[config.mk]
export PLATFORM = sky130hd
export DESIGN_NAME = pressure_sensor_acquisition
export DESIGN_NICKNAME = d
export VERILOG_FILES = /design/src/psa_pkg.sv /design/src/psa_cfg_regs.sv /design/src/psa_ctrl.sv /design/src/psa_datapath.sv /design/src/pressure_sensor_acquisition.sv
export SDC_FILE = /design/constraint.sdc
export NUM_CORES = 2
export LEC_CHECK = 0
export BUFFER_PORTS_ARGS = -buffer_cell sky130_fd_sc_hd__buf_2
export CORE_MARGIN = 1
export CORE_UTILIZATION = 60
export CTS_CLUSTER_DIAMETER = 40
export DETAILED_ROUTE_END_ITERATION = 8
export GPL_TIMING_DRIVEN = 0
export PLACE_DENSITY = 0.8
export SETUP_SLACK_MARGIN = 0.3
export SLEW_MARGIN = 20
export SYNTH_ARGS = -nofsm -noshare
export SYNTH_HDL_FRONTEND = slang
export SYNTH_HIERARCHICAL = 1
export SYNTH_SLANG_ARGS = --single-unit
[constraint.sdc]
create_clock -name aclk -period 17.45 [get_ports aclk]
set_input_delay 1.745 -clock aclk [delete_from_list [all_inputs] [get_ports aclk]]
set_output_delay 1.745 -clock aclk [all_outputs]
set_load 0.005 [all_outputs]
[src/psa_pkg.sv]
// Shared types, constants and a helper function of the pressure sensor acquisition block.
package psa_pkg;

    localparam int unsigned SAMPLE_W = 12;
    localparam int unsigned FINE_W   = 16;
    localparam int unsigned COARSE_W = 11;
    localparam int unsigned QUOT_W   = 17;
    localparam int unsigned CNT_W    = 5;

    localparam logic [SAMPLE_W-1:0] SAMPLE_MAX = 12'd4095;
    localparam logic [COARSE_W-1:0] COARSE_MIN = 11'd500;
    localparam logic [COARSE_W-1:0] COARSE_MAX = 11'd1500;
    localparam logic [COARSE_W-1:0] COARSE_RESET = 11'd1000;
    localparam logic [4:0]          FAULT_SCALE = 5'd25;

    // Division by 25 as a multiply by ceil(2^22/25) and a shift; exact below 199728.
    localparam logic [17:0] RECIP_25    = 18'd167773;
    localparam int unsigned RECIP_SHIFT = 22;

    // One leading quotient bit plus sixteen fraction bits.
    localparam logic [CNT_W-1:0] DIV_LAST = 5'd16;

    localparam int unsigned ADDR_W = 5;
    localparam logic [2:0] REG_FIRST_BP  = 3'd0;
    localparam logic [2:0] REG_SECOND_BP = 3'd1;
    localparam logic [2:0] REG_FIRST_PP  = 3'd2;
    localparam logic [2:0] REG_SECOND_PP = 3'd3;
    localparam logic [2:0] REG_HIGH_TH   = 3'd4;
    localparam logic [2:0] REG_LOW_TH    = 3'd5;
    localparam logic [2:0] REG_INIT_P    = 3'd6;

    localparam logic [SAMPLE_W-1:0] FIRST_BP_RST  = 12'd0;
    localparam logic [SAMPLE_W-1:0] SECOND_BP_RST = 12'd4095;
    localparam logic [FINE_W-1:0]   FIRST_PP_RST  = 16'd0;
    localparam logic [FINE_W-1:0]   SECOND_PP_RST = 16'd65535;
    localparam logic [SAMPLE_W-1:0] HIGH_TH_RST   = 12'd4000;
    localparam logic [SAMPLE_W-1:0] LOW_TH_RST    = 12'd100;
    localparam logic [FINE_W-1:0]   INIT_P_RST    = 16'd12500;

    typedef struct packed {
        logic [SAMPLE_W-1:0] first_bp;
        logic [SAMPLE_W-1:0] second_bp;
        logic [FINE_W-1:0]   first_pp;
        logic [FINE_W-1:0]   second_pp;
        logic [SAMPLE_W-1:0] high_th;
        logic [SAMPLE_W-1:0] low_th;
    } psa_cfg_t;

    typedef struct packed {
        logic load;
        logic setup;
        logic div_step;
        logic div_first;
        logic mult;
        logic combine;
        logic finish;
    } psa_cmd_t;

    typedef struct packed {
        logic out_free;
    } psa_status_t;

    typedef enum logic [2:0] {
        ST_IDLE,
        ST_SETUP,
        ST_DIVIDE,
        ST_MULT,
        ST_COMBINE,
        ST_FINISH
    } psa_state_t;

    // Coarse pressure: fine*2/25, clamped to 500..1500.
    function automatic logic [COARSE_W-1:0] to_coarse(input logic [FINE_W-1:0] fine);
        logic [34:0] prod;
        logic [12:0] quot;
        logic [COARSE_W-1:0] res;
        prod = {18'd0, fine, 1'b0} * {17'd0, RECIP_25};
        quot = prod[34:RECIP_SHIFT];
        if (quot < 13'(COARSE_MIN)) begin
            res = COARSE_MIN;
        end else if (quot > 13'(COARSE_MAX)) begin
            res = COARSE_MAX;
        end else begin
            res = quot[COARSE_W-1:0];
        end
        return res;
    endfunction

endpackage

[src/psa_cfg_regs.sv]
// Configuration register file with the APB-style write and read port.
module psa_cfg_regs
    import psa_pkg::*;
(
    input  logic              aclk,
    input  logic              aresetn,
    input  logic              psel,
    input  logic              penable,
    input  logic              pwrite,
    input  logic [ADDR_W-1:0] paddr,
    input  logic [31:0]       pwdata,
    output logic [31:0]       prdata,
    output psa_cfg_t          cfg,
    output logic              seed_valid,
    output logic [FINE_W-1:0] seed_value
);

    psa_cfg_t          cfg_reg;
    logic [FINE_W-1:0] init_p_reg;
    logic              wr_en;
    logic [2:0]        index;

    assign wr_en = psel & penable & pwrite;
    assign index = paddr[4:2];

    always_ff @(posedge aclk) begin
        if (!aresetn) begin
            cfg_reg.first_bp  <= FIRST_BP_RST;
            cfg_reg.second_bp <= SECOND_BP_RST;
            cfg_reg.first_pp  <= FIRST_PP_RST;
            cfg_reg.second_pp <= SECOND_PP_RST;
            cfg_reg.high_th   <= HIGH_TH_RST;
            cfg_reg.low_th    <= LOW_TH_RST;
            init_p_reg        <= INIT_P_RST;
        end else if (wr_en) begin
            unique case (index)
                REG_FIRST_BP:  cfg_reg.first_bp  <= pwdata[SAMPLE_W-1:0];
                REG_SECOND_BP: cfg_reg.second_bp <= pwdata[SAMPLE_W-1:0];
                REG_FIRST_PP:  cfg_reg.first_pp  <= pwdata[FINE_W-1:0];
                REG_SECOND_PP: cfg_reg.second_pp <= pwdata[FINE_W-1:0];
                REG_HIGH_TH:   cfg_reg.high_th   <= pwdata[SAMPLE_W-1:0];
                REG_LOW_TH:    cfg_reg.low_th    <= pwdata[SAMPLE_W-1:0];
                REG_INIT_P:    init_p_reg        <= pwdata[FINE_W-1:0];
                default: ;
            endcase
        end
    end

    always_comb begin
        unique case (index)
            REG_FIRST_BP:  prdata = {20'd0, cfg_reg.first_bp};
            REG_SECOND_BP: prdata = {20'd0, cfg_reg.second_bp};
            REG_FIRST_PP:  prdata = {16'd0, cfg_reg.first_pp};
            REG_SECOND_PP: prdata = {16'd0, cfg_reg.second_pp};
            REG_HIGH_TH:   prdata = {20'd0, cfg_reg.high_th};
            REG_LOW_TH:    prdata = {20'd0, cfg_reg.low_th};
            REG_INIT_P:    prdata = {16'd0, init_p_reg};
            default:       prdata = 32'd0;
        endcase
    end

    assign cfg        = cfg_reg;
    assign seed_valid = wr_en && (index == REG_INIT_P);
    assign seed_value = pwdata[FINE_W-1:0];

endmodule

[src/psa_ctrl.sv]
// Controller state machine that sequences one sample through the datapath.
module psa_ctrl
    import psa_pkg::*;
(
    input  logic        aclk,
    input  logic        aresetn,
    input  logic        s_tvalid,
    output logic        s_tready,
    input  psa_status_t status,
    output psa_cmd_t    cmd
);

    psa_state_t       state_reg, state_next;
    logic [CNT_W-1:0] cnt_reg, cnt_next;

    always_ff @(posedge aclk) begin
        if (!aresetn) begin
            state_reg <= ST_IDLE;
            cnt_reg   <= '0;
        end else begin
            state_reg <= state_next;
            cnt_reg   <= cnt_next;
        end
    end

    always_comb begin
        state_next = state_reg;
        cnt_next   = cnt_reg;
        unique case (state_reg)
            ST_IDLE: begin
                if (s_tvalid) begin
                    state_next = ST_SETUP;
                end
            end
            ST_SETUP: begin
                cnt_next   = '0;
                state_next = ST_DIVIDE;
            end
            ST_DIVIDE: begin
                cnt_next = cnt_reg + 5'd1;
                if (cnt_reg == DIV_LAST) begin
                    state_next = ST_MULT;
                end
            end
            ST_MULT:    state_next = ST_COMBINE;
            ST_COMBINE: state_next = ST_FINISH;
            ST_FINISH: begin
                if (status.out_free) begin
                    state_next = ST_IDLE;
                end
            end
            default: state_next = ST_IDLE;
        endcase
    end

    always_comb begin
        cmd      = '0;
        s_tready = 1'b0;
        unique case (state_reg)
            ST_IDLE: begin
                s_tready = 1'b1;
                cmd.load = s_tvalid;
            end
            ST_SETUP:   cmd.setup = 1'b1;
            ST_DIVIDE: begin
                cmd.div_step  = 1'b1;
                cmd.div_first = (cnt_reg == '0);
            end
            ST_MULT:    cmd.mult    = 1'b1;
            ST_COMBINE: cmd.combine = 1'b1;
            ST_FINISH:  cmd.finish  = status.out_free;
            default: ;
        endcase
    end

endmodule

[src/psa_datapath.sv]
// Datapath: clamp, fault check, serial divide, interpolation, selection and output register.
module psa_datapath
    import psa_pkg::*;
(
    input  logic              aclk,
    input  logic              aresetn,
    input  psa_cmd_t          cmd,
    output psa_status_t       status,
    input  psa_cfg_t          cfg,
    input  logic              seed_valid,
    input  logic [FINE_W-1:0] seed_value,
    input  logic [31:0]       s_tdata,
    input  logic [1:0]        s_tuser,
    output logic              m_tvalid,
    input  logic              m_tready,
    output logic [55:0]       m_tdata,
    output logic [2:0]        m_tuser
);

    logic [SAMPLE_W-1:0] sample_reg;
    logic [FINE_W-1:0]   subst_reg;
    logic                dflt_reg;
    logic                monitor_reg;
    logic                hi_flag_reg, lo_flag_reg;
    logic [COARSE_W-1:0] pc_reg;

    logic                bypass_reg;
    logic [FINE_W-1:0]   bypass_val_reg;
    logic [SAMPLE_W-1:0] rem_reg;
    logic [SAMPLE_W-1:0] span_reg;
    logic [FINE_W-1:0]   mag_reg;
    logic                up_reg;
    logic [QUOT_W-1:0]   quot_reg;
    logic [FINE_W-1:0]   part_reg;
    logic [FINE_W-1:0]   acq_reg;
    logic [FINE_W-1:0]   chosen_reg;

    logic [55:0]         out_data_reg;
    logic [2:0]          out_user_reg;
    logic                out_valid_reg;

    logic [FINE_W-1:0]   raw;
    logic [SAMPLE_W-1:0] clamped;
    logic                hi_flag_next, lo_flag_next;

    logic                b1_ge;
    logic [SAMPLE_W-1:0] hi_b, lo_b;
    logic [FINE_W-1:0]   hi_p, lo_p;
    logic                bypass_next;
    logic [FINE_W-1:0]   bypass_val_next;

    logic [12:0]         trial;
    logic                trial_ge;

    logic [32:0]         product;
    logic [FINE_W-1:0]   acq_next;
    logic [FINE_W-1:0]   fault_fine;
    logic [15:0]         fault_sum;
    logic [FINE_W-1:0]   coarse_in;
    logic [COARSE_W-1:0] coarse;

    // Input stage: clamp the sample and run the threshold checks.
    assign raw     = s_tdata[15:0];
    assign clamped = (raw > {4'd0, SAMPLE_MAX}) ? SAMPLE_MAX : raw[SAMPLE_W-1:0];

    always_comb begin
        hi_flag_next = hi_flag_reg;
        lo_flag_next = lo_flag_reg;
        if (!s_tuser[0]) begin
            hi_flag_next = clamped > cfg.high_th;
            lo_flag_next = clamped < cfg.low_th;
        end
    end

    always_ff @(posedge aclk) begin
        if (!aresetn) begin
            hi_flag_reg <= 1'b0;
            lo_flag_reg <= 1'b0;
        end else if (cmd.load) begin
            hi_flag_reg <= hi_flag_next;
            lo_flag_reg <= lo_flag_next;
        end
    end

    always_ff @(posedge aclk) begin
        if (cmd.load) begin
            sample_reg  <= clamped;
            subst_reg   <= s_tdata[31:16];
            dflt_reg    <= s_tuser[1];
            monitor_reg <= ~s_tuser[0];
        end
    end

    // Setup: order the breakpoints, catch the saturating cases, prepare the divide.
    always_comb begin
        b1_ge = cfg.second_bp >= cfg.first_bp;
        hi_b  = b1_ge ? cfg.second_bp : cfg.first_bp;
        lo_b  = b1_ge ? cfg.first_bp  : cfg.second_bp;
        hi_p  = b1_ge ? cfg.second_pp : cfg.first_pp;
        lo_p  = b1_ge ? cfg.first_pp  : cfg.second_pp;
        bypass_next     = 1'b1;
        bypass_val_next = cfg.first_pp;
        if (cfg.first_bp == cfg.second_bp) begin
            bypass_val_next = cfg.first_pp;
        end else if (sample_reg >= hi_b) begin
            bypass_val_next = hi_p;
        end else if (sample_reg < lo_b) begin
            bypass_val_next = lo_p;
        end else begin
            bypass_next = 1'b0;
        end
    end

    always_ff @(posedge aclk) begin
        if (cmd.setup) begin
            bypass_reg     <= bypass_next;
            bypass_val_reg <= bypass_val_next;
            span_reg       <= hi_b - lo_b;
            up_reg         <= cfg.second_pp >= cfg.first_pp;
            mag_reg        <= (cfg.second_pp >= cfg.first_pp) ? cfg.second_pp - cfg.first_pp
                                                              : cfg.first_pp - cfg.second_pp;
        end
    end

    // Restoring divide, one quotient bit per cycle. The setup step loads the
    // distance from the first breakpoint. The first step takes the integer bit,
    // which is set only when the distance is at least the span.
    assign trial    = cmd.div_first ? {1'b0, rem_reg} : {rem_reg, 1'b0};
    assign trial_ge = trial >= {1'b0, span_reg};

    always_ff @(posedge aclk) begin
        if (cmd.setup) begin
            rem_reg  <= (sample_reg >= cfg.first_bp) ? sample_reg - cfg.first_bp
                                                     : cfg.first_bp - sample_reg;
        end else if (cmd.div_step) begin
            rem_reg  <= trial_ge ? SAMPLE_W'(trial - {1'b0, span_reg}) : trial[SAMPLE_W-1:0];
            quot_reg <= {quot_reg[QUOT_W-2:0], trial_ge};
        end
    end

    // Scale the pressure difference by the fraction.
    assign product = {17'd0, mag_reg} * {16'd0, quot_reg};

    always_ff @(posedge aclk) begin
        if (cmd.mult) begin
            part_reg <= product[31:16];
        end
    end

    // Interpolated value and choice of the fine pressure.
    always_comb begin
        if (bypass_reg) begin
            acq_next = bypass_val_reg;
        end else if (up_reg) begin
            acq_next = cfg.first_pp + part_reg;
        end else begin
            acq_next = cfg.first_pp - part_reg;
        end
    end

    assign fault_sum  = 16'({5'd0, pc_reg} * {11'd0, FAULT_SCALE}) + 16'd1;
    assign fault_fine = {1'b0, fault_sum[15:1]};

    always_ff @(posedge aclk) begin
        if (cmd.combine) begin
            acq_reg <= acq_next;
            if (dflt_reg) begin
                chosen_reg <= subst_reg;
            end else if (hi_flag_reg || lo_flag_reg) begin
                chosen_reg <= fault_fine;
            end else begin
                chosen_reg <= acq_next;
            end
        end
    end

    // One coarse converter, shared by the seed write and the finish step.
    assign coarse_in = seed_valid ? seed_value : chosen_reg;
    assign coarse    = to_coarse(coarse_in);

    always_ff @(posedge aclk) begin
        if (!aresetn) begin
            pc_reg <= COARSE_RESET;
        end else if (seed_valid || cmd.finish) begin
            pc_reg <= coarse;
        end
    end

    // Output register.
    always_ff @(posedge aclk) begin
        if (!aresetn) begin
            out_valid_reg <= 1'b0;
        end else if (cmd.finish) begin
            out_valid_reg <= 1'b1;
        end else if (m_tready) begin
            out_valid_reg <= 1'b0;
        end
    end

    always_ff @(posedge aclk) begin
        if (cmd.finish) begin
            out_data_reg <= {1'b0, coarse, chosen_reg, acq_reg, sample_reg};
            out_user_reg <= {monitor_reg, lo_flag_reg, hi_flag_reg};
        end
    end

    assign status.out_free = !out_valid_reg || m_tready;
    assign m_tvalid        = out_valid_reg;
    assign m_tdata         = out_data_reg;
    assign m_tuser         = out_user_reg;

endmodule

[src/pressure_sensor_acquisition.sv]
// Top level of the pressure sensor acquisition block.
//
//   Channel   Direction  Handshake            Payload
//   s_*       in         s_tvalid/s_tready    raw sample, substitute pressure, mode flags
//   m_*       out        m_tvalid/m_tready    clamped sample, pressures, fault and monitor flags
//   APB       in/out     psel/penable/pready  seven calibration and threshold registers
//
// An item passes through these steps in order: the input transfer, which captures and
// checks the sample, setup, the restoring divider that forms the fraction, multiply,
// combine and finish. Finish writes the result to the output register, and the next
// input transfer can follow in the next cycle, even while that result still waits.
// Finish stalls only while the output register is full and m_tready is low.
// Reset is synchronous and active low; no clearing pass is needed.
module pressure_sensor_acquisition
    import psa_pkg::*;
(
    input  logic              aclk,
    input  logic              aresetn,
    input  logic              s_tvalid,
    output logic              s_tready,
    // [15:0] raw_sample, [31:16] substitute_pressure
    input  logic [31:0]       s_tdata,
    // [0] inhibit_diag, [1] default_mode
    input  logic [1:0]        s_tuser,
    output logic              m_tvalid,
    input  logic              m_tready,
    // [11:0] clamped_sample, [27:12] acquired_pressure, [43:28] fine_pressure,
    // [54:44] coarse_pressure, [55] zero
    output logic [55:0]       m_tdata,
    // [0] fault_high, [1] fault_low, [2] monitor_active
    output logic [2:0]        m_tuser,
    input  logic              psel,
    input  logic              penable,
    input  logic              pwrite,
    input  logic [ADDR_W-1:0] paddr,
    input  logic [31:0]       pwdata,
    output logic [31:0]       prdata,
    output logic              pready
);

    psa_cfg_t          cfg;
    psa_cmd_t          cmd;
    psa_status_t       status;
    logic              seed_valid;
    logic [FINE_W-1:0] seed_value;

    // The register port never stalls.
    assign pready = 1'b1;

    // Register file. A write of the initial pressure also reseeds the stored
    // coarse value inside the datapath.
    psa_cfg_regs u_cfg_regs (
        .aclk       (aclk),
        .aresetn    (aresetn),
        .psel       (psel),
        .penable    (penable),
        .pwrite     (pwrite),
        .paddr      (paddr),
        .pwdata     (pwdata),
        .prdata     (prdata),
        .cfg        (cfg),
        .seed_valid (seed_valid),
        .seed_value (seed_value)
    );

    // Controller: walks each item through setup, divide, multiply, combine and finish.
    psa_ctrl u_ctrl (
        .aclk     (aclk),
        .aresetn  (aresetn),
        .s_tvalid (s_tvalid),
        .s_tready (s_tready),
        .status   (status),
        .cmd      (cmd)
    );

    // Datapath: all arithmetic, the fault flags, the stored coarse value and
    // the output register.
    psa_datapath u_datapath (
        .aclk       (aclk),
        .aresetn    (aresetn),
        .cmd        (cmd),
        .status     (status),
        .cfg        (cfg),
        .seed_valid (seed_valid),
        .seed_value (seed_value),
        .s_tdata    (s_tdata),
        .s_tuser    (s_tuser),
        .m_tvalid   (m_tvalid),
        .m_tready   (m_tready),
        .m_tdata    (m_tdata),
        .m_tuser    (m_tuser)
    );

    // The coarse value always lies in its clamp range.
    assert property (@(posedge aclk) disable iff (!aresetn)
        m_tvalid |-> (m_tdata[54:44] >= COARSE_MIN) && (m_tdata[54:44] <= COARSE_MAX))
        else $error("coarse pressure outside its clamp range");

    // The coarse value is derived from the reported fine value.
    assert property (@(posedge aclk) disable iff (!aresetn)
        m_tvalid |-> m_tdata[54:44] == to_coarse(m_tdata[43:28]))
        else $error("coarse pressure does not match fine pressure");

    // One item is in work at a time: after a transfer the input stalls.
    assert property (@(posedge aclk) disable iff (!aresetn)
        (s_tvalid && s_tready) |=> !s_tready)
        else $error("input accepted while an item is in work");

endmodule
==> results.json <==
{
  "ys_seq_area_frac": 0.253,
  "io_buffers": 134,
  "gr-usage-met2": 0.514,
  "reg2regPathDepth": 21,
  "die_w_um": 242,
  "synth_edf_count": 211,
  "drt_wl_total_um": 92300,
  "grt_use_met1": 0.413,
  "timing.rr.end": "u_datapath/m_tdata[51]",
  "finalMaxSlewViolations": 0,
  "drt_iter0_markers": 2332,
  "antenna_found_initial": 1,
  "leakage_nw": 17.9,
  "period_minus_slack_ns": 10.65,
  "ys_ff_latch": 329,
  "clock-sinks": 329,
  "clock_latency_ns": 0.61,
  "largest_reg_flops": 80,
  "grt_pass1_vias": 26700,
  "grt_pass1_wl_um": 145000,
  "drtPass1Iterations": 9,
  "drive_above_1_share": 0.103,
  "crit_buf_inv": 10,
  "cts_hold_buf": 0,
  "gp_congestion": 0.991,
  "hold_path_end": "u_datapath/m_tdata[23]",
  "hpwlAfterDp_um": 74000,
  "fin_nets": 4553,
  "cts_resized": 0,
  "hold_slack_ns": 0.414,
  "clk_pin_slew_worst_paths_ns": 0.06,
  "critPathLaunchType": "primary input",
  "max-cap-violations": 0,
  "cts_tree": "yes",
  "ys_types": 111,
  "setup_violations": 0,
  "status": "finished clean",
  "synthToLayoutAreaGrowth_pct": 9.85,
  "initial_utilization": 0.610,
  "overflow": 0,
  "hold_viol": 0,
  "power_density_nw_per_um2": 138,
  "ioPinCount": 172,
  "slew_headroom": 0.331,
  "syn_area_per_cell_um2": 9.73,
  "timing.critical_path.max_delay_family": "adder cells",
  "drc": 0,
  "via_count": 26600,
  "grt_busiest_layer": "met2",
  "hold_path_depth": 0,
  "utilization": 0.670,
  "maxClockFrequency_ghz": 0.0939,
  "die_y_um": 242,
  "crit_slowest_cell": "fa_1",
  "track_usage": 0.317,
  "clockBufferDepth": 3,
  "wl_per_cell_um": 20.4,
  "synth_area_um2": 34400,
  "fin_skew_ns": 0.0469,
  "cts_root_buffer": "clkbuf_16",
  "cp_data_required_time_ns": 17.77,
  "fin_crit_sh": 0.610,
  "synth_ff_type": "edfxtp_1",
  "worstPathArrival_ns": 10.97,
  "end_kind": "flop",
  "timing.rr.start": "u_datapath/chosen_reg[5]",
  "yosys_warnings": 6,
  "die_area_um2": 58400,
  "cts_setup_buffers": 0,
  "vdd.ir_drop.worst_v": 0.000340,
  "rows": 87,
  "hp-start": "u_datapath/acq_reg[11]",
  "grt_setup_unrepaired": "false",
  "async_flop_share": 0,
  "fin_setup_tns_ns": 0,
  "fp.coreArea_um2": 56500,
  "cts_buffers": 44,
  "worstMarginPinSlew_ns": 0.997,
  "r2r_slack_ns": 9.65,
  "ant_nets": 0,
  "syn_inst": 3541,
  "p_total_mw": 5.23,
  "crit_fanout": 10,
  "crit_type": "primary input to flop",
  "max_stage_delay_ns": 0.65,
  "htree_levels": 2,
  "min_path_type": "flop to flop",
  "grt_max_degree": 29,
  "vias_per_cell": 5.86,
  "met3_usage": 0.0545
}
-- where the power goes --
| part | internal [mW] | leakage [nW] | total [mW] | switching [mW] |
|---|---|---|---|---|
| registers | 0.992 | 2.81 | 1.03 | 0.0331 |
| logic | 1.39 | 14.3 | 3.25 | 1.87 |
| clock network | 0.570 | 0.735 | 0.951 | 0.381 |
| total | 2.95 | 17.9 | 5.23 | 2.28 |
-- area by class of cell --
type                       count  area, um^2
multi-input combinational   2492       22800
clock buffer                  48        1140
buffer                       162         896
timing repair buffer         140         808
sequential                   329        8700
fill                        4326       18700
inverter                     573        2150
clock inverter                32         417
antenna                        1        2.50
tap                          756         946
-- worst reg2reg max path: cells and delay by family, from the launching register on --
kind / cells / cell delay, ns
adders and majority gates: 7 / 3.36
AOI/OAI and AO/OA: 6 / 2.21
buffers and inverters: 4 / 0.56
and+or+nand+nor: 3 / 0.51
muxes: 1 / 0.49
DFF: 1 / 0.39
-- cell families after synthesis --
kind of cell	synth area share
buffers and inverters	0.0885
muxes	0.0588
xor gates and xnor gates	0.0276
other	0.000327
adders and majority gates	0.335
and+or+nand+nor	0.130
DFF	0.253
AOI/OAI and AO/OA	0.107
-- synthesized netlist by cell type, types with 51 or more instances --
library cell	instances	area share
xnor2_1	59	0.015
clkbuf_1	76	0.0083
o21ai_0	73	0.011
mux2i_1	161	0.047
nor2_1	122	0.013
nor3_1	51	0.0074
nand2_1	337	0.037
a21oi_1	165	0.024
nand2b_1	70	0.013
ha_1	417	0.15
and2_1	123	0.022
dfxtp_1	118	0.069
nor2b_1	57	0.010
inv_1	572	0.062
edfxtp_1	211	0.18
fa_1	316	0.18
-- stage by stage --
stage	instances	setup WS, ns	instance area (um^2)
after detailed placement	4452	6.30	36300
after global placement	4446	6.43	36100
final	4533	6.80	37800
after CTS	4532	6.94	37800
after global routing	4533	6.45	37800
after floorplan	3556	8.00	34500
-- layout by cell type (no fill, tap or decap), types with 59 or more instances in the layout --
cell type | Yosys | layout
a21oi_1 | 165 | 165
and2_1 | 123 | 122
buf_2 | 21 | 155
clkbuf_1 | 76 | 78
dfxtp_1 | 118 | 118
edfxtp_1 | 211 | 211
fa_1 | 316 | 316
ha_1 | 417 | 417
inv_1 | 572 | 571
mux2i_1 | 161 | 161
nand2_1 | 337 | 337
nand2b_1 | 70 | 70
nor2_1 | 122 | 119
o21ai_0 | 73 | 73
xnor2_1 | 59 | 59
-- how the worst max path moves through the flow --
stage | startpoint | to | cells after the start
detailed placement | paddr[2] | u_datapath/m_tdata[51] | 29
floorplan | paddr[2] | u_datapath/m_tdata[51] | 29
global placement | paddr[2] | u_datapath/m_tdata[51] | 29
CTS | paddr[2] | u_datapath/m_tdata[51] | 29
global route | paddr[2] | u_datapath/m_tdata[51] | 29
finish | paddr[2] | u_datapath/m_tdata[51] | 29
-- routing by layer --
metal | part of all wire | wire length, um | vias to the layer above
li1 | - | - | 12300
met1 | 0.40 | 37300 | 12900
met2 | 0.46 | 42800 | 1172
met3 | 0.083 | 7660 | 259
met4 | 0.049 | 4510 | 0
met5 | 0 | 0 | -
(Power assumes the default switching activity.)
